--- src/rtl/core/lsbb_pkg.sv ---
`timescale 1ns / 1ps
// ----------------------------------------------------------------------------
// lsbb_pkg
// Shared types and constants of the line-sensor bang-bang steering block.
// ----------------------------------------------------------------------------
package lsbb_pkg;

    localparam int CHANNELS_DEF    = 8;
    localparam int SAMPLE_BITS_DEF = 10;
    localparam int NORM_FULL       = 1000;
    localparam int MIN_RANGE       = 50;
    localparam int DUTY_MAX        = 255;
    localparam int NORM_BITS       = 10;
    localparam int CFG_IDX_BITS    = 3;
    localparam int CFG_DATA_BITS   = 13;

    typedef enum logic [1:0] {
        ACT_CLEAR = 2'd0,
        ACT_CAL   = 2'd1,
        ACT_RUN   = 2'd2,
        ACT_NONE  = 2'd3
    } t_action;

    typedef enum logic [2:0] {
        ST_STOP     = 3'd0,
        ST_STRAIGHT = 3'd1,
        ST_GENTLE_R = 3'd2,
        ST_HARD_R   = 3'd3,
        ST_GENTLE_L = 3'd4,
        ST_HARD_L   = 3'd5
    } t_steer;

    typedef enum logic [2:0] {
        REG_INT_THR   = 3'd0,
        REG_TOT_THR   = 3'd1,
        REG_HARD      = 3'd2,
        REG_GENTLE    = 3'd3,
        REG_MAX_SPD   = 3'd4,
        REG_BASE_SPD  = 3'd5,
        REG_REV_SPD   = 3'd6,
        REG_SPARE     = 3'd7
    } t_reg_idx;

    typedef enum logic [2:0] {
        SQ_IDLE,
        SQ_CHAN,
        SQ_DIV,
        SQ_ACCUM,
        SQ_MUL,
        SQ_DECIDE,
        SQ_OUT
    } t_seq;

    typedef struct packed {
        logic [1:0] action;
        logic [9:0] sample_7;
        logic [9:0] sample_6;
        logic [9:0] sample_5;
        logic [9:0] sample_4;
        logic [9:0] sample_3;
        logic [9:0] sample_2;
        logic [9:0] sample_1;
        logic [9:0] sample_0;
    } t_in_item;

    typedef struct packed {
        logic [2:0] steer_state;
        logic [7:0] left_duty;
        logic       left_reverse;
        logic [7:0] right_duty;
        logic       right_reverse;
    } t_out_item;

    typedef struct packed {
        logic [CFG_IDX_BITS-1:0]  index;
        logic [CFG_DATA_BITS-1:0] data;
    } t_cfg_wr;

    // Divider handshake between sequencer and divider.
    typedef struct packed {
        logic start;
        logic busy;
        logic done;
    } t_div_ctl;

endpackage

--- src/rtl/core/lsbb_div.sv ---
`timescale 1ns / 1ps
// ----------------------------------------------------------------------------
// lsbb_div
// Restoring divider, one quotient bit per cycle.
// ----------------------------------------------------------------------------
module lsbb_div #(
    parameter int NUM_BITS = 17,
    parameter int DEN_BITS = 11
) (
    input  logic                i_clk,
    input  logic                i_rst_n,
    input  logic                i_start,
    input  logic [NUM_BITS-1:0] i_num,
    input  logic [DEN_BITS-1:0] i_den,
    output logic                o_busy,
    output logic                o_done,
    output logic [NUM_BITS-1:0] o_quot
);
    localparam int CNT_BITS = $clog2(NUM_BITS + 1);

    logic [NUM_BITS-1:0] r_quot, n_quot;
    logic [DEN_BITS:0]   r_rem, n_rem;
    logic [DEN_BITS-1:0] r_den;
    logic [CNT_BITS-1:0] r_cnt, n_cnt;
    logic                r_busy, r_done;
    logic [DEN_BITS:0]   w_trial;

    always_comb begin
        w_trial = {r_rem[DEN_BITS-1:0], r_quot[NUM_BITS-1]};
        n_quot  = {r_quot[NUM_BITS-2:0], 1'b0};
        n_rem   = w_trial;
        if (w_trial >= {1'b0, r_den}) begin
            n_rem     = w_trial - {1'b0, r_den};
            n_quot[0] = 1'b1;
        end
        n_cnt = r_cnt - CNT_BITS'(1);
    end

    always_ff @(posedge i_clk) begin
        if (!i_rst_n) begin
            r_busy <= 1'b0;
            r_done <= 1'b0;
            r_cnt  <= '0;
        end else begin
            r_done <= 1'b0;
            if (i_start && !r_busy) begin
                r_busy <= 1'b1;
                r_cnt  <= CNT_BITS'(NUM_BITS);
            end else if (r_busy) begin
                r_cnt <= n_cnt;
                if (n_cnt == '0) begin
                    r_busy <= 1'b0;
                    r_done <= 1'b1;
                end
            end
        end
    end

    always_ff @(posedge i_clk) begin
        if (i_start && !r_busy) begin
            r_quot <= i_num;
            r_rem  <= '0;
            r_den  <= i_den;
        end else if (r_busy) begin
            r_quot <= n_quot;
            r_rem  <= n_rem;
        end
    end

    assign o_busy = r_busy;
    assign o_done = r_done;
    assign o_quot = r_quot;

    a_done_after_busy: assert property (@(posedge i_clk) disable iff (!i_rst_n)
        o_done |-> $past(r_busy))
        else $error("divider done without busy");
    a_no_start_busy: assert property (@(posedge i_clk) disable iff (!i_rst_n)
        $rose(r_busy) |-> r_cnt == CNT_BITS'(NUM_BITS))
        else $error("divider count not loaded");
    a_done_pulse: assert property (@(posedge i_clk) disable iff (!i_rst_n)
        o_done |=> !o_done)
        else $error("divider done longer than one cycle");
endmodule

--- src/rtl/core/line_sensor_bang_bang_steering.sv ---
`timescale 1ns / 1ps
// ----------------------------------------------------------------------------
// line_sensor_bang_bang_steering
// Calibrates per-channel reflectance ranges and steers from the line centroid.
//
//  channel | valid / ready          | payload
//  input   | i_in_valid / o_in_ready  | i_in_data  (t_in_item)
//  output  | o_out_valid / i_out_ready| o_out_data (t_out_item)
//  config  | i_cfg_valid / o_cfg_ready| i_cfg_data (t_cfg_wr)
//
//  Clear, calibrate: one channel per cycle in the channel step, then the decide
//  and output steps present the result.
//  Run: each in-range channel goes through the divide step (unless its sample is
//  at or below the minimum) and the accumulate step; the shared restoring divider
//  (one quotient bit per cycle) and one shared multiplier do the arithmetic.
//  Ready stays low from acceptance until the result is taken.
//  Reset is synchronous; calibration memory resets in place (flip-flops).
// ----------------------------------------------------------------------------
module line_sensor_bang_bang_steering (
    input  logic               i_clk,
    input  logic               i_rst_n,
    input  logic               i_in_valid,
    output logic               o_in_ready,
    input  lsbb_pkg::t_in_item i_in_data,
    output logic               o_out_valid,
    input  logic               i_out_ready,
    output lsbb_pkg::t_out_item o_out_data,
    input  logic               i_cfg_valid,
    output logic               o_cfg_ready,
    input  lsbb_pkg::t_cfg_wr  i_cfg_data
);
    import lsbb_pkg::*;

    localparam int CHANNELS    = CHANNELS_DEF;
    localparam int SAMPLE_BITS = SAMPLE_BITS_DEF;
    localparam int CH_BITS  = (CHANNELS > 1) ? $clog2(CHANNELS) : 1;
    localparam int NUM_BITS = SAMPLE_BITS + 10;       // diff * 1000
    localparam int DEN_BITS = SAMPLE_BITS;
    localparam int WMAX     = 10 * (CHANNELS - 1);
    localparam int W_BITS   = $clog2(WMAX + 1) + 1;
    localparam int SV_BITS  = NORM_BITS + CH_BITS + 1;
    localparam int SW_BITS  = SV_BITS + W_BITS + 1;
    localparam int MUL_A    = SV_BITS + 1;
    localparam int MUL_B    = (W_BITS > 8) ? W_BITS : 8;
    localparam int SAMP_MAX = (1 << SAMPLE_BITS) - 1;

    // Configuration registers.
    logic [9:0]  r_int_thr;
    logic [12:0] r_tot_thr;
    logic [6:0]  r_hard, r_gentle;
    logic [7:0]  r_max_spd, r_base_spd, r_rev_spd;
    logic        r_spare;

    // Calibration store.
    logic [SAMPLE_BITS-1:0] r_min [CHANNELS];
    logic [SAMPLE_BITS-1:0] r_max [CHANNELS];

    t_seq                   r_state, n_state;
    logic [CH_BITS-1:0]     r_ch;
    logic                   r_last;
    t_action                r_act;
    logic [SAMPLE_BITS-1:0] r_samp [CHANNELS];
    logic [NORM_BITS-1:0]   r_norm;
    logic signed [SW_BITS-1:0] r_sw;
    logic [SV_BITS-1:0]     r_sv;
    logic signed [SW_BITS-1:0] r_hard_p, r_gentle_p;
    logic                   r_mul_sel;
    logic                   r_out_valid;
    t_out_item              r_out;

    logic                   w_div_start, w_div_busy, w_div_done;
    logic [NUM_BITS-1:0]    w_quot;
    logic [SAMPLE_BITS-1:0] w_v, w_lo, w_hi;
    logic [SAMPLE_BITS:0]   w_range;
    logic                   w_skip, w_below;
    logic [NUM_BITS-1:0]    w_num;
    logic [NORM_BITS-1:0]   w_norm;
    logic signed [W_BITS-1:0] w_wt;
    logic signed [MUL_A-1:0]  w_ma;
    logic signed [MUL_B:0]    w_mb;
    logic signed [SW_BITS-1:0] w_prod;
    t_out_item              w_res;
    logic                   w_in_fire, w_out_fire;

    assign o_in_ready  = (r_state == SQ_IDLE);
    assign o_cfg_ready = 1'b1;
    assign o_out_valid = r_out_valid;
    assign o_out_data  = r_out;
    assign w_in_fire   = i_in_valid && o_in_ready;
    assign w_out_fire  = r_out_valid && i_out_ready;

    // Channel operands.
    always_comb begin
        w_v     = r_samp[r_ch];
        w_lo    = r_min[r_ch];
        w_hi    = r_max[r_ch];
        w_range = {1'b0, w_hi} - {1'b0, w_lo};
        w_skip  = (w_hi < w_lo) || (w_range < (SAMPLE_BITS+1)'(MIN_RANGE));
        w_below = (w_v <= w_lo);
        w_num   = NUM_BITS'(w_v - w_lo) * NUM_BITS'(NORM_FULL);
        w_norm  = (w_quot > NUM_BITS'(NORM_FULL)) ? NORM_BITS'(NORM_FULL)
                                                  : w_quot[NORM_BITS-1:0];
        w_wt    = W_BITS'(20 * int'(r_ch)) - W_BITS'(WMAX);
    end

    // Shared multiplier: norm*weight during accumulation, limit*sum at the end.
    always_comb begin
        if (r_state == SQ_ACCUM) begin
            w_ma = MUL_A'($signed({1'b0, r_norm}));
            w_mb = (MUL_B+1)'(w_wt);
        end else begin
            w_ma = MUL_A'($signed({1'b0, r_sv}));
            w_mb = r_mul_sel ? (MUL_B+1)'($signed({1'b0, r_gentle}))
                             : (MUL_B+1)'($signed({1'b0, r_hard}));
        end
        w_prod = SW_BITS'(w_ma * w_mb);
    end

    lsbb_div #(.NUM_BITS(NUM_BITS), .DEN_BITS(DEN_BITS)) u_div (
        .i_clk   (i_clk),
        .i_rst_n (i_rst_n),
        .i_start (w_div_start),
        .i_num   (w_num),
        .i_den   (w_range[DEN_BITS-1:0]),
        .o_busy  (w_div_busy),
        .o_done  (w_div_done),
        .o_quot  (w_quot)
    );

    // Next state.
    always_comb begin
        n_state = r_state;
        unique case (r_state)
            SQ_IDLE:   if (w_in_fire) n_state = SQ_CHAN;
            SQ_CHAN: begin
                if (r_act == ACT_RUN && !w_skip && !w_below) n_state = SQ_DIV;
                else if (r_act == ACT_RUN && !w_skip) n_state = SQ_ACCUM;
                else if (r_last) n_state = (r_act == ACT_RUN) ? SQ_MUL : SQ_DECIDE;
            end
            SQ_DIV:    if (w_div_done) n_state = SQ_ACCUM;
            SQ_ACCUM:  n_state = r_last ? SQ_MUL : SQ_CHAN;
            SQ_MUL:    if (r_mul_sel) n_state = SQ_DECIDE;
            SQ_DECIDE: n_state = SQ_OUT;
            SQ_OUT:    if (!r_out_valid || w_out_fire) n_state = SQ_IDLE;
            default:   n_state = SQ_IDLE;
        endcase
    end

    // Outputs of the sequencer.
    always_comb begin
        w_div_start = (r_state == SQ_CHAN) && (r_act == ACT_RUN) && !w_skip && !w_below;
    end

    function automatic logic [8:0] drive(input logic [7:0] mag, input logic rev);
        if (rev && mag != 8'd0) return {8'(DUTY_MAX) - mag, 1'b1};
        return {mag, 1'b0};
    endfunction

    always_comb begin
        logic [7:0] lm, rm;
        logic       lr, rr;
        t_steer     st;
        st = ST_STOP; lm = '0; rm = '0; lr = 1'b0; rr = 1'b0;
        if (r_act == ACT_RUN && r_sv > SV_BITS'(r_tot_thr)) begin
            priority if (r_sw > r_hard_p) begin
                st = ST_HARD_R; lm = r_max_spd; rm = r_rev_spd; rr = 1'b1;
            end else if (r_sw > r_gentle_p) begin
                st = ST_GENTLE_R; lm = r_max_spd;
            end else if (r_sw < -r_hard_p) begin
                st = ST_HARD_L; lm = r_rev_spd; lr = 1'b1; rm = r_max_spd;
            end else if (r_sw < -r_gentle_p) begin
                st = ST_GENTLE_L; rm = r_max_spd;
            end else begin
                st = ST_STRAIGHT; lm = r_base_spd; rm = r_base_spd;
            end
        end
        w_res.steer_state = st;
        {w_res.left_duty, w_res.left_reverse}   = drive(lm, lr);
        {w_res.right_duty, w_res.right_reverse} = drive(rm, rr);
    end

    // Control registers.
    always_ff @(posedge i_clk) begin
        if (!i_rst_n) begin
            r_state     <= SQ_IDLE;
            r_out_valid <= 1'b0;
            r_ch        <= '0;
            r_last      <= 1'b0;
            r_mul_sel   <= 1'b0;
            r_int_thr   <= 10'd200;
            r_tot_thr   <= 13'd400;
            r_hard      <= 7'd35;
            r_gentle    <= 7'd10;
            r_max_spd   <= 8'd45;
            r_base_spd  <= 8'd30;
            r_rev_spd   <= 8'd15;
            r_spare     <= 1'b0;
            for (int i = 0; i < CHANNELS; i++) begin
                r_min[i] <= SAMPLE_BITS'(SAMP_MAX);
                r_max[i] <= '0;
            end
        end else begin
            r_state <= n_state;
            if (w_out_fire) r_out_valid <= 1'b0;
            if (i_cfg_valid) begin
                unique case (t_reg_idx'(i_cfg_data.index))
                    REG_INT_THR:  r_int_thr  <= i_cfg_data.data[9:0];
                    REG_TOT_THR:  r_tot_thr  <= i_cfg_data.data[12:0];
                    REG_HARD:     r_hard     <= i_cfg_data.data[6:0];
                    REG_GENTLE:   r_gentle   <= i_cfg_data.data[6:0];
                    REG_MAX_SPD:  r_max_spd  <= i_cfg_data.data[7:0];
                    REG_BASE_SPD: r_base_spd <= i_cfg_data.data[7:0];
                    REG_REV_SPD:  r_rev_spd  <= i_cfg_data.data[7:0];
                    REG_SPARE:    r_spare    <= i_cfg_data.data[0];
                    default:      r_spare    <= r_spare;
                endcase
            end
            if (w_in_fire) begin
                r_ch      <= '0;
                r_last    <= (CHANNELS == 1);
                r_mul_sel <= 1'b0;
            end
            if (r_state == SQ_CHAN) begin
                // Clear and calibrate finish a channel here.
                if (r_act == ACT_CLEAR) begin
                    r_min[r_ch] <= SAMPLE_BITS'(SAMP_MAX);
                    r_max[r_ch] <= '0;
                end else if (r_act == ACT_CAL) begin
                    if (w_v < w_lo) r_min[r_ch] <= w_v;
                    if (w_v > w_hi) r_max[r_ch] <= w_v;
                end
                if (!(r_act == ACT_RUN && !w_skip) && !r_last) begin
                    r_ch   <= r_ch + CH_BITS'(1);
                    r_last <= (r_ch == CH_BITS'(CHANNELS - 2));
                end
            end
            if (r_state == SQ_ACCUM && !r_last) begin
                r_ch   <= r_ch + CH_BITS'(1);
                r_last <= (r_ch == CH_BITS'(CHANNELS - 2));
            end
            if (r_state == SQ_MUL) r_mul_sel <= 1'b1;
            if (r_state == SQ_DECIDE) r_out_valid <= 1'b1;
        end
    end

    // Datapath registers.
    always_ff @(posedge i_clk) begin
        if (w_in_fire) begin
            r_act <= t_action'(i_in_data.action);
            for (int i = 0; i < CHANNELS; i++) begin
                r_samp[i] <= i_in_data[SAMPLE_BITS*i +: SAMPLE_BITS];
            end
            r_sw <= '0;
            r_sv <= '0;
        end
        if (r_state == SQ_CHAN) r_norm <= '0;
        if (w_div_done) r_norm <= w_norm;
        if (r_state == SQ_ACCUM && r_norm > r_int_thr) begin
            r_sw <= r_sw + w_prod;
            r_sv <= r_sv + SV_BITS'(r_norm);
        end
        if (r_state == SQ_MUL) begin
            if (r_mul_sel) r_gentle_p <= w_prod;
            else           r_hard_p   <= w_prod;
        end
        if (r_state == SQ_DECIDE) r_out <= w_res;
    end

    a_ready_idle: assert property (@(posedge i_clk) disable iff (!i_rst_n)
        w_in_fire |=> !o_in_ready)
        else $error("accepted a second item while busy");
    a_one_result: assert property (@(posedge i_clk) disable iff (!i_rst_n)
        (r_state == SQ_DECIDE) |=> o_out_valid)
        else $error("result not presented");
    a_div_only_run: assert property (@(posedge i_clk) disable iff (!i_rst_n)
        w_div_start |-> r_act == ACT_RUN)
        else $error("divider started outside a run sweep");
    a_div_busy_state: assert property (@(posedge i_clk) disable iff (!i_rst_n)
        w_div_busy |-> r_state == SQ_DIV)
        else $error("divider busy outside the divide step");
    a_stop_duty: assert property (@(posedge i_clk) disable iff (!i_rst_n)
        (o_out_valid && o_out_data.steer_state == ST_STOP) |->
        (o_out_data.left_duty == '0 && o_out_data.right_duty == '0))
        else $error("stop result with nonzero duty");
endmodule
--- config.mk ---
export PLATFORM = sky130hd
export DESIGN_NAME = line_sensor_bang_bang_steering
export DESIGN_NICKNAME = d
export VERILOG_FILES = /design/src/rtl/core/lsbb_pkg.sv /design/src/rtl/core/lsbb_div.sv /design/src/rtl/core/line_sensor_bang_bang_steering.sv
export SDC_FILE = /design/constraint.sdc
export NUM_CORES = 1
export LEC_CHECK = 0
export BUFFER_PORTS_ARGS = -buffer_cell sky130_fd_sc_hd__buf_2
export CAP_MARGIN = 20
export CORE_MARGIN = 8
export CORE_UTILIZATION = 50
export DETAILED_ROUTE_END_ITERATION = 16
export MAX_ROUTING_LAYER = met4
export PLACE_DENSITY = 0.64
export SETUP_SLACK_MARGIN = 0.1
export SYNTH_ARGS = -nofsm -noshare
export SYNTH_HDL_FRONTEND = slang
export SYNTH_SLANG_ARGS = --single-unit
--- constraint.sdc ---
create_clock -name i_clk -period 12.2 [get_ports i_clk]
set_clock_uncertainty 0.2 [all_clocks]
set_input_delay 0 -clock i_clk [delete_from_list [all_inputs] [get_ports i_clk]]
set_output_delay 0 -clock i_clk [all_outputs]
set_load 0.005 [all_outputs]
## Word-level counts from Yosys, hierarchy flattened

Memories as Yosys holds them, arrays and structs flattened. A register that Yosys moved wholly into a read port is not among the register bits.
Cells that the tools add are included.

| word-level totals | value |
|---|---|
| flip-flop bits (word level) | 233 |
| RAM bits | 240 |
| input bits | 103 |
| output and inout port bits | 24 |
| word-level logic and storage cells | 235 |
| memories | 3 |

Memories:

| name | words | width | rd ports | clocked after Yosys merged registers in | write ports | RTL line | text |
|---|---|---|---|---|---|---|---|
| r_max | 8 | 10 | 1 | 1 | 8 | line_sensor_bang_bang_steering.sv:56 | `logic [SAMPLE_BITS-1:0] r_max [CHANNELS];` |
| r_min | 8 | 10 | 1 | 1 | 8 | line_sensor_bang_bang_steering.sv:55 | `logic [SAMPLE_BITS-1:0] r_min [CHANNELS];` |
| r_samp | 8 | 10 | 1 | 1 | 8 | line_sensor_bang_bang_steering.sv:62 | `logic [SAMPLE_BITS-1:0] r_samp [CHANNELS];` |

| cells by class | value |
|---|---|
| add/subtract/negate cells | 12 |
| multiply operators | 3 |
| $lt $le $gt $ge | 13 |
| eq/ne operators | 20 |
| mux-type cells | 98 |
| bitwise gates (word level) | 6 |
| reduce and logical (&&, ||, !) cells | 48 |

Operators by type and width:

| kind | count |
|---|---|
| two-way mux 10 bit | 8 |
| two-way mux 8 bit | 10 |
| two-way mux 3 bit | 19 |
| greater-than comparator 23 bit | 2 |
| < comparator 23 bit | 2 |
| two-way mux 23 bit | 2 |
| negation 23 bit | 2 |
| two-way mux 9 bit | 5 |
| two-way mux 1 bit | 43 |
| two-way mux 14 bit | 3 |
| two-way mux 20 bit | 2 |
| adder 23 bit | 1 |
| multiplier 15 x 9 -> 23 bit | 1 |
| subtractor 10 x 10 -> 11 bit | 2 |
| equality test 3 bit, second input constant | 7 |
| case mux 3 bit (7 select lines) | 1 |
| greater-than comparator 10 bit | 2 |
| greater-than comparator 20 x 10 -> 1 bit, second input constant | 1 |
| < comparator 10 bit | 2 |
| multiplier 20 x 7 -> 17 bit, second input constant | 1 |
| OR reduction 10 bit | 2 |
| AND reduction 2 bit | 9 |
| nonzero test 8 bit | 2 |
| subtractor 8 bit, first input constant | 2 |
| other kinds (32) | 69 |

## Longest topological paths before layout

Gate-level depths: netlist of the first run.

| depth | value |
|---|---|
| depth in word-level cells | 11 |
| depth in mapped cells | 38 |
| depth with buffers taken out | 36 |

## By module

From an unflattened synthesis of the first run, not the netlist that was laid out.

| second synthesis, totals | value |
|---|---|
| cells, all modules | 3,038 |
| area, all modules | 31,471.4 um^2 |

Modules (own cells, without submodules):

| module | times used | cells an instance | area each (um^2) | sequential area each (um^2) |
|---|---|---|---|---|
| line_sensor_bang_bang_steering | 1 | 2,836 | 29,051.6 | 12,091.6 |
| lsbb_div | 1 | 202 | 2,419.8 | 1,241.2 |

## Worst setup path before layout of the first run

No wires, ideal clock.

| path | value |
|---|---|
| kind | register -> register |
| start point | register r_ch[1] |
| end point | register r_sw[21], data pin |
| library setup time | 0.266 ns |
| arrival time | 7.661 ns |
| required time | 11.734 ns |
| setup slack | 4.073 ns |
| stages on the path, launching flop included | 37 |
| buffers on the path | 3 |
| clock period less this slack | 8.127 ns |
| cell sequence | dfxtp_1 > clkbuf_1 > clkinv_1 > ha_1 > inv_1 > o21ai_0 > xor2_1 > and2_1 > clkbuf_1 > clkinv_1 > clkbuf_1 > nor2_1 > ha_1 > inv_1 > fa_1 > fa_1 > inv_1 > fa_1 > inv_1 > fa_1 > inv_1 > ha_1 > o21ai_0 > a21boi_0 > o21ai_0 > a21boi_0 > o21ai_0 > a21o_1 > a31oi_1 > or4_1 > nand4_1 > ha_1 > a211o_1 > o32ai_1 > a21o_1 > xor2_1 > nor2_1 |

| on the way | value |
|---|---|
| cells in the longest elaborated chain, start to end | 6 |

RTL lines:

| item | RTL line | text |
|---|---|---|
| start, declared | line_sensor_bang_bang_steering.sv:59 | `logic [CH_BITS-1:0] r_ch;` |
| start signal, assigned | line_sensor_bang_bang_steering.sv:233 | `r_ch <= r_ch + CH_BITS'(1);` |
| start signal, assigned | line_sensor_bang_bang_steering.sv:238 | `r_ch <= r_ch + CH_BITS'(1);` |
| multiplier 3 x 3 -> 6 bit | line_sensor_bang_bang_steering.sv:103 | `w_wt = W_BITS'(20 * int'(r_ch)) - W_BITS'(WMAX);` |
| subtractor 8 bit | line_sensor_bang_bang_steering.sv:103 |  |
| two-way mux 9 bit | line_sensor_bang_bang_steering.sv:108 | `if (r_state == SQ_ACCUM) begin` |
| multiplier 15 x 9 -> 23 bit | line_sensor_bang_bang_steering.sv:116 | `w_prod = SW_BITS'(w_ma * w_mb);` |
| net w_prod[19] | line_sensor_bang_bang_steering.sv:81 | `logic signed [SW_BITS-1:0] w_prod;` |
| adder 23 bit | line_sensor_bang_bang_steering.sv:259 | `r_sw <= r_sw + w_prod;` |
| two-way mux 23 bit | line_sensor_bang_bang_steering.sv:258 | `if (r_state == SQ_ACCUM && r_norm > r_int_thr) begin` |
| end signal, assigned | line_sensor_bang_bang_steering.sv:259 |  |
| end, declared | line_sensor_bang_bang_steering.sv:64 | `logic signed [SW_BITS-1:0] r_sw;` |

The timed path passes the listed nets, and every way through them passes these cells.
A chain may end at the register's enable or synchronous reset.

## Worst setup path after layout of the first run

| path | value |
|---|---|
| start point | register r_ch[2] |
| end point | register r_sw[21], data pin |

Same word-level chain as after synthesis.

==> results of run 1 <==
## layout make-up
cell class | instances | share of cell area
sequential | 473 | 0.361
multi-input combinational | 2207 | 0.448
inverter | 309 | 0.0315
clock inverter | 28 | 0.00893
clock buffer | 70 | 0.0405
timing repair buffer | 370 | 0.0810
tap | 846 | 0.0287
## metal layers
metal,track usage,share of wire,up-vias
li1,-,-,11600
met1,0.287,0.41,12000
met2,0.411,0.49,813
met3,0.0289,0.055,203
met4,0.105,0.047,0
met5,-,0,-
## registers in the layout, indices dropped and copies added (netlist names), 8 cells and up
name	count
o_out_data	21
r_base_spd	8
r_tot_thr	13
r_max	80
r_int_thr	10
u_div.r_rem	10
r_hard_p	23
r_min	80
r_gentle_p	23
r_sv	14
r_max_spd	8
r_rev_spd	8
r_norm	10
r_sw	23
r_samp	80
u_div.o_quot	20
u_div.r_den	10
## worst max-delay path: cells and delay by family (launching register included)
kind | cells | cell delay [ns]
adder cells (fa/ha/maj) | 9 | 3.35
AO/OA/AOI/OAI | 11 | 2.43
AND/OR/NAND/NOR | 5 | 1.13
buffers and inverters | 7 | 0.84
flip-flops | 1 | 0.82
XOR/XNOR | 2 | 0.33
## cells in the mapped netlist (7+ instances only)
cell      number  share of area
o21a_1        14         0.0033
o31ai_1       17         0.0041
o211ai_1      18         0.0043
xor2_1        32         0.0089
or2_2         12         0.0024
nand4_1       47         0.0094
a211oi_1       7         0.0017
nor3_1        57         0.0091
inv_1        303          0.036
o31a_1        13         0.0036
nand3_1       64          0.010
o22ai_1       18         0.0036
nand2_1      371          0.044
a41oi_1        8         0.0022
fa_1         129          0.082
nor4_1        18         0.0036
a31oi_1       18         0.0036
a21o_1        46          0.011
a22oi_1      121          0.029
ha_1         291           0.12
edfxtp_1     383           0.37
buf_1          9         0.0011
a21oi_1      141          0.022
a21boi_0      16         0.0038
xnor2_1       85          0.024
or3_1         16         0.0032
and4_1        22         0.0061
nor2b_1       25         0.0050
o21ai_0       92          0.015
mux2i_1       38          0.012
nor2_2        10         0.0020
nor2_1       291          0.035
dfxtp_1       90          0.057
clkbuf_1      82         0.0098
o21bai_1       8         0.0019
nand2b_1      32         0.0064
and2_1        13         0.0026
and3_1        20         0.0040
## cells in the final DEF, fill, tap and decap left out, types with 20 or more instances in the layout
master           n
edfxtp_1       383
nand2_1        371
inv_1          302
ha_1           291
nor2_1         288
dlygate4sd3_1  207
a21oi_1        140
fa_1           129
buf_2          125
a22oi_1        121
o21ai_0         92
dfxtp_1         90
xnor2_1         85
nand3_1         64
clkbuf_16       53
nor3_1          52
nand4_1         47
a21o_1          46
mux2i_1         38
buf_4           38
xor2_1          32
nand2b_1        32
nor2b_1         25
and4_1          22
and3_1          20
## cell families (layout without fill, tap and decap cells)
| logic type | after synthesis | in the layout |
|---|---|---|
| and+or+nand+nor | 1026 | 1026 |
| AOI/OAI and AO/OA | 594 | 594 |
| DFF | 473 | 473 |
| adders and majority gates | 420 | 420 |
| buffers and inverters | 416 | 777 |
| xor gates and xnor gates | 117 | 117 |
| muxes | 45 | 45 |
| other | 2 | 5 |
## per-stage QoR
stage | instance area [sq um] | hold WS (ns) | cells
4_1_cts | 36800 | 0.0702 | 4303
5_1_grt | 36800 | 0.0945 | 4303
2_1_floorplan | 31400 | -0.101 | 3096
3_3_place_gp | 32900 | -0.0233 | 3998
3_5_place_dp | 32900 | -0.0218 | 3998
6_report | 36800 | 0.0991 | 4303
## worst paths after layout
check / startpoint / to / slack [ns] / cells after the start
worst min register to register: r_gentle[6] / r_gentle[6] / 0.26 / 2
worst max register to register: r_ch[2] / r_sw[21] / 2.83 / 34
worst max-delay path: r_ch[2] / r_sw[21] / 2.83 / 34
worst min-delay path: i_cfg_data[7] / r_int_thr[7] / 0.1 / 4
## power groups by stage
stage | Clock (mW) | Sequential, mW | Combinational (mW)
after floorplan | 0 | 1.92 | 6.85
after global placement | 0 | 1.95 | 8.25
after detailed placement | 0 | 1.95 | 8.47
after CTS | 1.67 | 1.92 | 8.58
after global routing | 1.73 | 1.92 | 9.69
final | 1.65 | 1.92 | 8.46
==> metrics.txt, run 1 <==
status finished, final reports clean; Mapped Area 31400 sq um; total grt overflow 0; WL/cell just under 20 um; CTS Buffer Depth 3; Comb pwr share 0.704; pre-CTS WS between 2 and 3 ns; synth warn 0; Routed WL 84200 um; # hold bufs at CTS between 200 and 250; Final Max Tran Viols 0; HP Class input port to flip-flop; GPL Wtd Cong 0.910; total power 12.0 mW; Clock transition at path regs roughly 0.060 ns; die height 267 um; Synth Area in XOR/XNOR 0.0326; number of flops mapped to enable cells by yosys 383; Final nets ~4000; setup tns final 0 ns; area of the multi-input gates about 17000 sq um; starting density of the core 0.501; Antenna diodes 0; first-pass GRT wire length around 130000 um; total setup buffers inserted after CTS 0; endpoints failing hold 0; internal power 6.71 mW; final setup fails 0; crit start category flip-flop; Power per Cell Area between 300 and 400 nW/um^2; Antenna Nets Post-Route 0; DIE AREA approximately 71000 sq um; critical path capture point type flip-flop; Worst-Skew Late Latency 0.63 ns; register area share after synthesis 0.424; fin crit period about 9.4 ns; Clock power frac 0.137; syn_area_per_cell just over 10 sq um; Crit Path Class flip-flop to flip-flop; H-tree depth 2; DR DRC count 0; CTS tree done; register share of total power 0.159; maxcap violations 0; initial antenna violation count 0; Crit path required time around 12 ns; ys async rst share 0; largest net degree at the start of global routing slightly above 80; # IOs roughly 130; Std-Cell Core Area between 60000 and 70000 sq um; Detail Placement HPWL 59200 um; Synth cell types 97; die span in x ~270 um; RSZ-0062 raised after global routing false; cells after synthesis between 3000 and 4000; Final Core Density 0.588; commonest register cell after synthesis edfxtp_1; Final Cycle Share 0.768; CP arrival between 9 and 10 ns; vias in the first global route 25100; mux contribution to synthesized area 0.0151; Final WS setup ~2.8 ns; Post-CTS Resized 0; CTS Sinks 473; P&R area growth vs syn 17.3%; FP Rows 92; Synth Area in Simple Gates 0.151; filler cell count 5237; Net Sw Frac 0.442; IO buf count about 130; root buf cell clkbuf_16; critical-path cell with the highest stage delay dfxtp_1; flip-flop and latch area between 10000 and 15000 sq um; LEAKAGE roughly 15 nW; CP Max Fanout 22; DRT iter0 DRCs 2103; Synth Area in Compound Gates 0.127; TritonCTS Buffers 52; Via Count ~25000; DR vias/cell 5.72; layout cells sized above 1 0.0905; worst-margin pin slew 1.05 ns; Psw 5.31 mW; Seq cells post-synth about 470; fmax roughly 0.11 GHz; DRT Pass-1 Iters 6; VDD IR max about 3.3 mV; cell mode on critical path inv_1; Relative slew margins 0.295; crit-path max cell delay between 0.8 and 0.9 ns; All-Layer GR Usage 0.241; Post-Synth Adder-Cell Area 0.198; largest family of logic cells by synthesized area adder cells
Note: power is estimated with default switching activity, not from simulation.
==> run 2, diff against run 1 <==
- ABC_AREA: unset -> 1
- clock period: 12.2 -> 8.7 ns (I/O delays scaled with it)
==> run 2 against run 1 <==
Worst hold slack worse by 0.017 ns. Fmax is 15% higher. Area after synthesis up 0.82%. Flip-flop and latch count did not move. Global-route usage decreased by 0.36 points. Final cell count is 10% higher. Sequential share of layout area fell by 0.59 points. Non-clock buffer count rose by 36. Worst setup slack worse by 2.3 ns.
==> metrics.txt, run 2 <==
most frequent cells in the layout nand2_1, inv_1, edfxtp_1 (was edfxtp_1, nand2_1, inv_1); Area contributors post-synth edfxtp_1, ha_1, nand2_1 (was edfxtp_1, ha_1, fa_1); initial antenna violation count 0 (unchanged); CP arrival 8.31 ns (was 9.50 ns); Clock transition at path regs 0.06 ns (about the same); worst-margin pin slew 1.05 ns (about the same); cells after synthesis 3474 (was 3093); Regs by FF count r_max: 80 flops, r_min: 80 flops, r_samp: 80 flops (unchanged); cell mode on critical path nand2_1 (was inv_1); Synth Area in Simple Gates 0.171 (was 0.151); M2 GR Usage 0.415 (was 0.411); ys async rst share 0 (unchanged); die height 268 um (was 267 um); TritonCTS Buffers 52 (unchanged); final std cells w/o fill 4750 (was 4303); met3 GRT Util 0.0317 (was 0.0289); IO buf count 125 (unchanged); synth cell count leaders nand2_1, inv_1, edfxtp_1 (was edfxtp_1, nand2_1, inv_1); CTS Sinks 473 (unchanged); fin crit period 8.15 ns (was 9.37 ns); met1 Use GR 0.283 (was 0.287); Crit Path Class flip-flop to flip-flop (unchanged); WL/cell 17.6 um (was 19.6 um); DR DRC count 0 (unchanged); commonest register cell after synthesis edfxtp_1 (unchanged); vias in the first global route 24700 (was 25100); flop2flop setup slack 0.55 ns (was 2.83 ns); commonest non-fill, non-tap cell in the layout nand2_1 (was edfxtp_1); All-Layer GR Usage 0.237 (was 0.241); syn_area_per_cell 9.11 sq um (was 10.2 sq um); Std-Cell Core Area 62900 sq um (was 62600 sq um); H-tree depth 2 (unchanged); largest net degree at the start of global routing 86 (was 83); CTS Buffer Depth 3 (unchanged); Final nets 4386 (was 3936); CP Max Fanout 8 (was 22); Crit path required time 8.86 ns (was 12.33 ns); GRT Max-Usage Layer met2 (unchanged); endpoints failing hold 0 (unchanged); DIE AREA 71600 sq um (was 71100 sq um); GPL Wtd Cong 0.934 (was 0.910); critical-path cell with the highest stage delay fa_1 (was dfxtp_1); CTS tree done (unchanged); synth warn 0 (unchanged); DRT Pass-1 Iters 6 (unchanged); Post-Synth Adder-Cell Area 0.197 (was 0.198); Antenna diodes 0 (unchanged); Seq cells post-synth 473 (unchanged); # IOs 127 (unchanged); Worst-Skew Late Latency 0.64 ns (was 0.63 ns); DR vias/cell 5.29 (was 5.72); layout cells sized above 1 0.0938 (was 0.0905); Via Count 25100 (was 24600); Relative slew margins 0.299 (was 0.295); root buf cell clkbuf_16 (unchanged); Post-Place Cells 4441 (was 3998); crit-path max cell delay 0.59 ns (was 0.82 ns); Synth area leader edfxtp_1 (unchanged); P&R area growth vs syn 18.3% (was 17.3%); Routed WL 83800 um (was 84200 um); starting density of the core 0.504 (was 0.501); mux contribution to synthesized area 0.000632 (was 0.0151); register area share after synthesis 0.420 (was 0.424); DRT iter0 DRCs 1775 (was 2103); fmax 0.123 GHz (was 0.107 GHz); HP Class input port to flip-flop (unchanged); Synth cell types 62 (was 97); die span in x 268 um (was 267 um); status finished, final reports clean (unchanged); number of flops mapped to enable cells by yosys 383 (unchanged); Final Cycle Share 0.937 (was 0.768); FP Rows 92 (unchanged); Mapped Area 31700 sq um (was 31400 sq um); crit start category flip-flop (unchanged); Worst Path Buf+Inv 6 (was 7); total grt overflow 0 (unchanged); maxcap violations 0 (unchanged); largest family of logic cells by synthesized area adder cells (unchanged); Antenna Nets Post-Route 0 (unchanged); final setup fails 0 (unchanged); Synth Area in Compound Gates 0.105 (was 0.127); Crit path max-delay family adder cells (unchanged); first-pass GRT wire length 132000 um (was 134000 um); Detail Placement HPWL 59900 um (was 59200 um); Synth Area in XOR/XNOR 0.0307 (was 0.0326); count leader, synth nand2_1 (was edfxtp_1); Synth top area share 0.363 (was 0.366); critical path capture point type flip-flop (unchanged); Final Max Tran Viols 0 (unchanged)
run 2: per-layer routing:
metal  share of wire  up-vias
met4           0.033        0
met3           0.052      189
li1                -    12400
met2            0.50      729
met1            0.41    11800
met5               0        -
run 2: final timing paths:
path / start / cells after the start / to
setup / recovery: r_state[1] / 40 / r_sw[22]
hold / removal: i_cfg_data[9] / 4 / r_int_thr[9]
setup reg to reg: r_state[1] / 40 / r_sw[22]
hold reg to reg: u_div.r_rem[9] / 2 / u_div.r_rem[9]
run 2: through the flow:
step           TNS (ns)  cell area [sq um]  hold slack, ns  setup WS [ns]   util
2_1_floorplan         0              31700          -0.101          0.798      -
3_3_place_gp          0              33600         -0.0231          0.507  0.535
3_5_place_dp          0              33600         -0.0219          0.278  0.535
4_1_cts               0              37300          0.0427          0.198  0.593
5_1_grt         -0.0103              37400          0.0899        -0.0103  0.596
6_report              0              37400          0.0819          0.552  0.596
run 2: timing repair:
action                                  in CTS  in global routing
endpoints found under the setup margin       0                  3
setup buffers                                0                  9
endpoints found under the hold margin      157                  0
gates resized for setup                      0                 25
hold buffers                               204                  0
run 2: cells by family (layout without fill, tap and decap cells):
family,after synthesis,count (layout)
adder cells (fa/ha/maj),420,420
flip-flops,473,473
other,2,5
XOR/XNOR,111,111
multiplexers,2,2
AND/OR/NAND/NOR,1291,1291
AO/OA/AOI/OAI,553,553
buffers and inverters,622,1049
run 2: area by class of cell:
class	instances	area [sq um]
Clock buffer	66	1390
Tap cell	846	1060
Sequential cell	473	13300
Timing Repair Buffer	406	3300
Multi-Input combinational cell	2382	16100
Inverter	547	2070
Clock inverter	29	219
Timing Repair inverter	1	5.00
Fill cell	5457	25400
run 2: worst register-to-register path, delay by kind of cell, from the launching register on:
family                     cells  cell delay (ns)
adders and majority gates      7             3.24
and+or+nand+nor               18             2.21
AOI/OAI and AO/OA              8             1.11
buffers and inverters          6             0.56
DFF                            1             0.36
xor gates and xnor gates       1             0.19
Power of run 2 is not shown: default switching activity piles up to over one toggle a cycle in this logic, so the estimate is an artifact.
==> run 3, diff against run 2 <==
- CORE_ASPECT_RATIO: unset -> 0.8
==> run 3 against run 2 <==
Worst setup slack worse by 0.066 ns. Routed wire length up 3.2%. Fmax down 0.80%. Critical path depth grew 2. Critical endpoint unchanged. Register-to-register slack lost 0.07 ns. Sequential share of layout area up 0.12 points. Worst hold slack better by 0.029 ns. Via count hardly changed. Final cell count decreased by 0.40%. Utilization is essentially flat.
==> metrics.txt, run 3 (synthesis gave the netlist of run 2 again) <==
status finished, final reports clean (unchanged); GPL Wtd Cong 0.981 (was 0.934); vias in the first global route 24200 (was 24700); maxcap violations 0 (unchanged); DR vias/cell 5.31 (was 5.29); # IOs 127 (unchanged); WL/cell 18.3 um (was 17.6 um); most frequent cells in the layout nand2_1, inv_1, edfxtp_1 (unchanged); die height 241 um (was 268 um); Final Core Density 0.596 (about the same); flop2flop setup slack 0.49 ns (was 0.55 ns); Area after DPL 33600 sq um (about the same); layout cells sized above 1 0.0910 (was 0.0938); CP Max Fanout 5 (was 8); final setup fails 0 (unchanged); H-tree depth 2 (unchanged); first-pass GRT wire length 136000 um (was 132000 um); DRT Pass-1 Iters 6 (unchanged); CTS Sinks 473 (unchanged); P&R area growth vs syn 17.9% (was 18.3%); setup tns final 0 ns (unchanged); crit-path max cell delay 0.57 ns (was 0.59 ns); Final Max Tran Viols 0 (unchanged); Levels on crit path 42 (was 40); Final Cycle Share 0.944 (was 0.937); filler cell count 5410 (was 5457); Final nets 4375 (was 4386); starting density of the core 0.506 (was 0.504); Crit Path Class flip-flop to flip-flop (unchanged); commonest non-fill, non-tap cell in the layout nand2_1 (unchanged); worst setup path endpoint r_sw[22] (unchanged); die span in x 297 um (was 268 um); IO buf count 125 (unchanged); r2r endpoint r_sw[22] (unchanged); HP Class input port to flip-flop (unchanged); Hold WS 0.111 ns (was 0.0819 ns); DIE AREA 71700 sq um (was 71600 sq um); total grt overflow 0 (unchanged); Crit path max-delay family adder cells (unchanged); reg2reg path depth 42 (was 40); Crit Reg-Reg Startpoint r_ch[0] (was r_state[1]); Relative slew margins 0.267 (was 0.299); Std-Cell Core Area 62600 sq um (was 62900 sq um); critical-path cell with the highest stage delay fa_1 (unchanged); RSZ-0062 raised after global routing true; fin crit period 8.21 ns (was 8.15 ns); largest net degree at the start of global routing 86 (unchanged); Clock transition at path regs 0.06 ns (about the same); endpoints failing hold 0 (unchanged); root buf cell clkbuf_16 (unchanged); Routed WL 86500 um (was 83800 um); CP arrival 8.36 ns (was 8.31 ns); initial antenna violation count 1 (was 0); Final Instance Area 37300 sq um (was 37400 sq um); worst-margin pin slew 1.09 ns (was 1.05 ns); cell mode on critical path nand2_1 (unchanged); CTS tree done (unchanged); crit start category flip-flop (unchanged); Via Count 25100 (about the same); Antenna Nets Post-Route 0 (unchanged); DR DRC count 0 (unchanged); Crit path required time 8.84 ns (was 8.86 ns); TritonCTS Buffers 49 (was 52); Detail Placement HPWL 62300 um (was 59900 um); Worst Path Buf+Inv 5 (was 6); fmax 0.122 GHz (was 0.123 GHz); critical path capture point type flip-flop (unchanged); All-Layer GR Usage 0.244 (was 0.237); FP Rows 82 (was 92); Antenna diodes 0 (unchanged); CTS Buffer Depth 3 (unchanged); DRT iter0 DRCs 2147 (was 1775); Regs by FF count r_max: 80 flops, r_min: 80 flops, r_samp: 80 flops (unchanged); Setup crit start r_ch[0] (was r_state[1]); Worst-Skew Late Latency 0.62 ns (was 0.64 ns)
run 3: changes by cell type in the layout (fill, tap and decap cells not counted), sizes merged:
cell / delta
buf: -4
inv: +1
clkinvlp: -1
clkbuf: -9
dlygate4sd3: -3
bufinv: +3
run 3: worst min-delay path, delay by kind of cell:
| kind | cells | cell delay, ns |
|---|---|---|
| compound gates | 1 | 0.07 |
| buf+inv | 2 | 0.74 |
| simple gates | 1 | 0.07 |
run 3: stage by stage:
stage	setup WS (ns)	cells
final	0.486	4731
after global routing	0.0364	4731
after CTS	0.139	4728
after detailed placement	0.199	4437
after global placement	0.267	4437
after floorplan	0.798	3477
run 3: how the worst min path moves through the flow:
stage                               to     startpoint  cells after the start  slack (ns)
final                     r_max_spd[3]  i_cfg_data[3]                      4        0.11
after global routing      r_tot_thr[0]  i_cfg_data[0]                      4        0.13
after CTS                 r_int_thr[7]  i_cfg_data[7]                      4        0.05
after detailed placement  r_samp[4][1]  i_in_data[41]                      1       -0.02
after global placement    r_samp[2][3]  i_in_data[23]                      1       -0.02
after floorplan               r_act[0]  i_in_data[80]                      0       -0.10
run 3: cell type report:
cell class                      instances  area [sq um]  share of cell area
Sequential cell                       473         13300               0.357
Clock buffer                           57          1300              0.0348
Timing Repair Buffer                  399          3210              0.0861
Tap cell                              840          1050              0.0282
Clock inverter                         33           325             0.00872
Multi-Input combinational cell       2382         16100               0.430
Inverter                              547          2070              0.0554
run 3: what timing repair did:
item,CTS,global route
hold buffers,201,0
setup endpoints to repair,0,4
setup buffers,0,3
endpoints found under the hold margin,156,0
gates resized for setup,0,16
run 3: layer usage:
| layer | vias to the layer above | track usage | share of wire |
|---|---|---|---|
| met5 | - | - | 0 |
| met4 | 0 | 0.0690 | 0.028 |
| met3 | 146 | 0.0398 | 0.069 |
| met2 | 811 | 0.372 | 0.44 |
| met1 | 11800 | 0.337 | 0.46 |
| li1 | 12400 | - | - |
Power of run 3 is left out for the same reason.
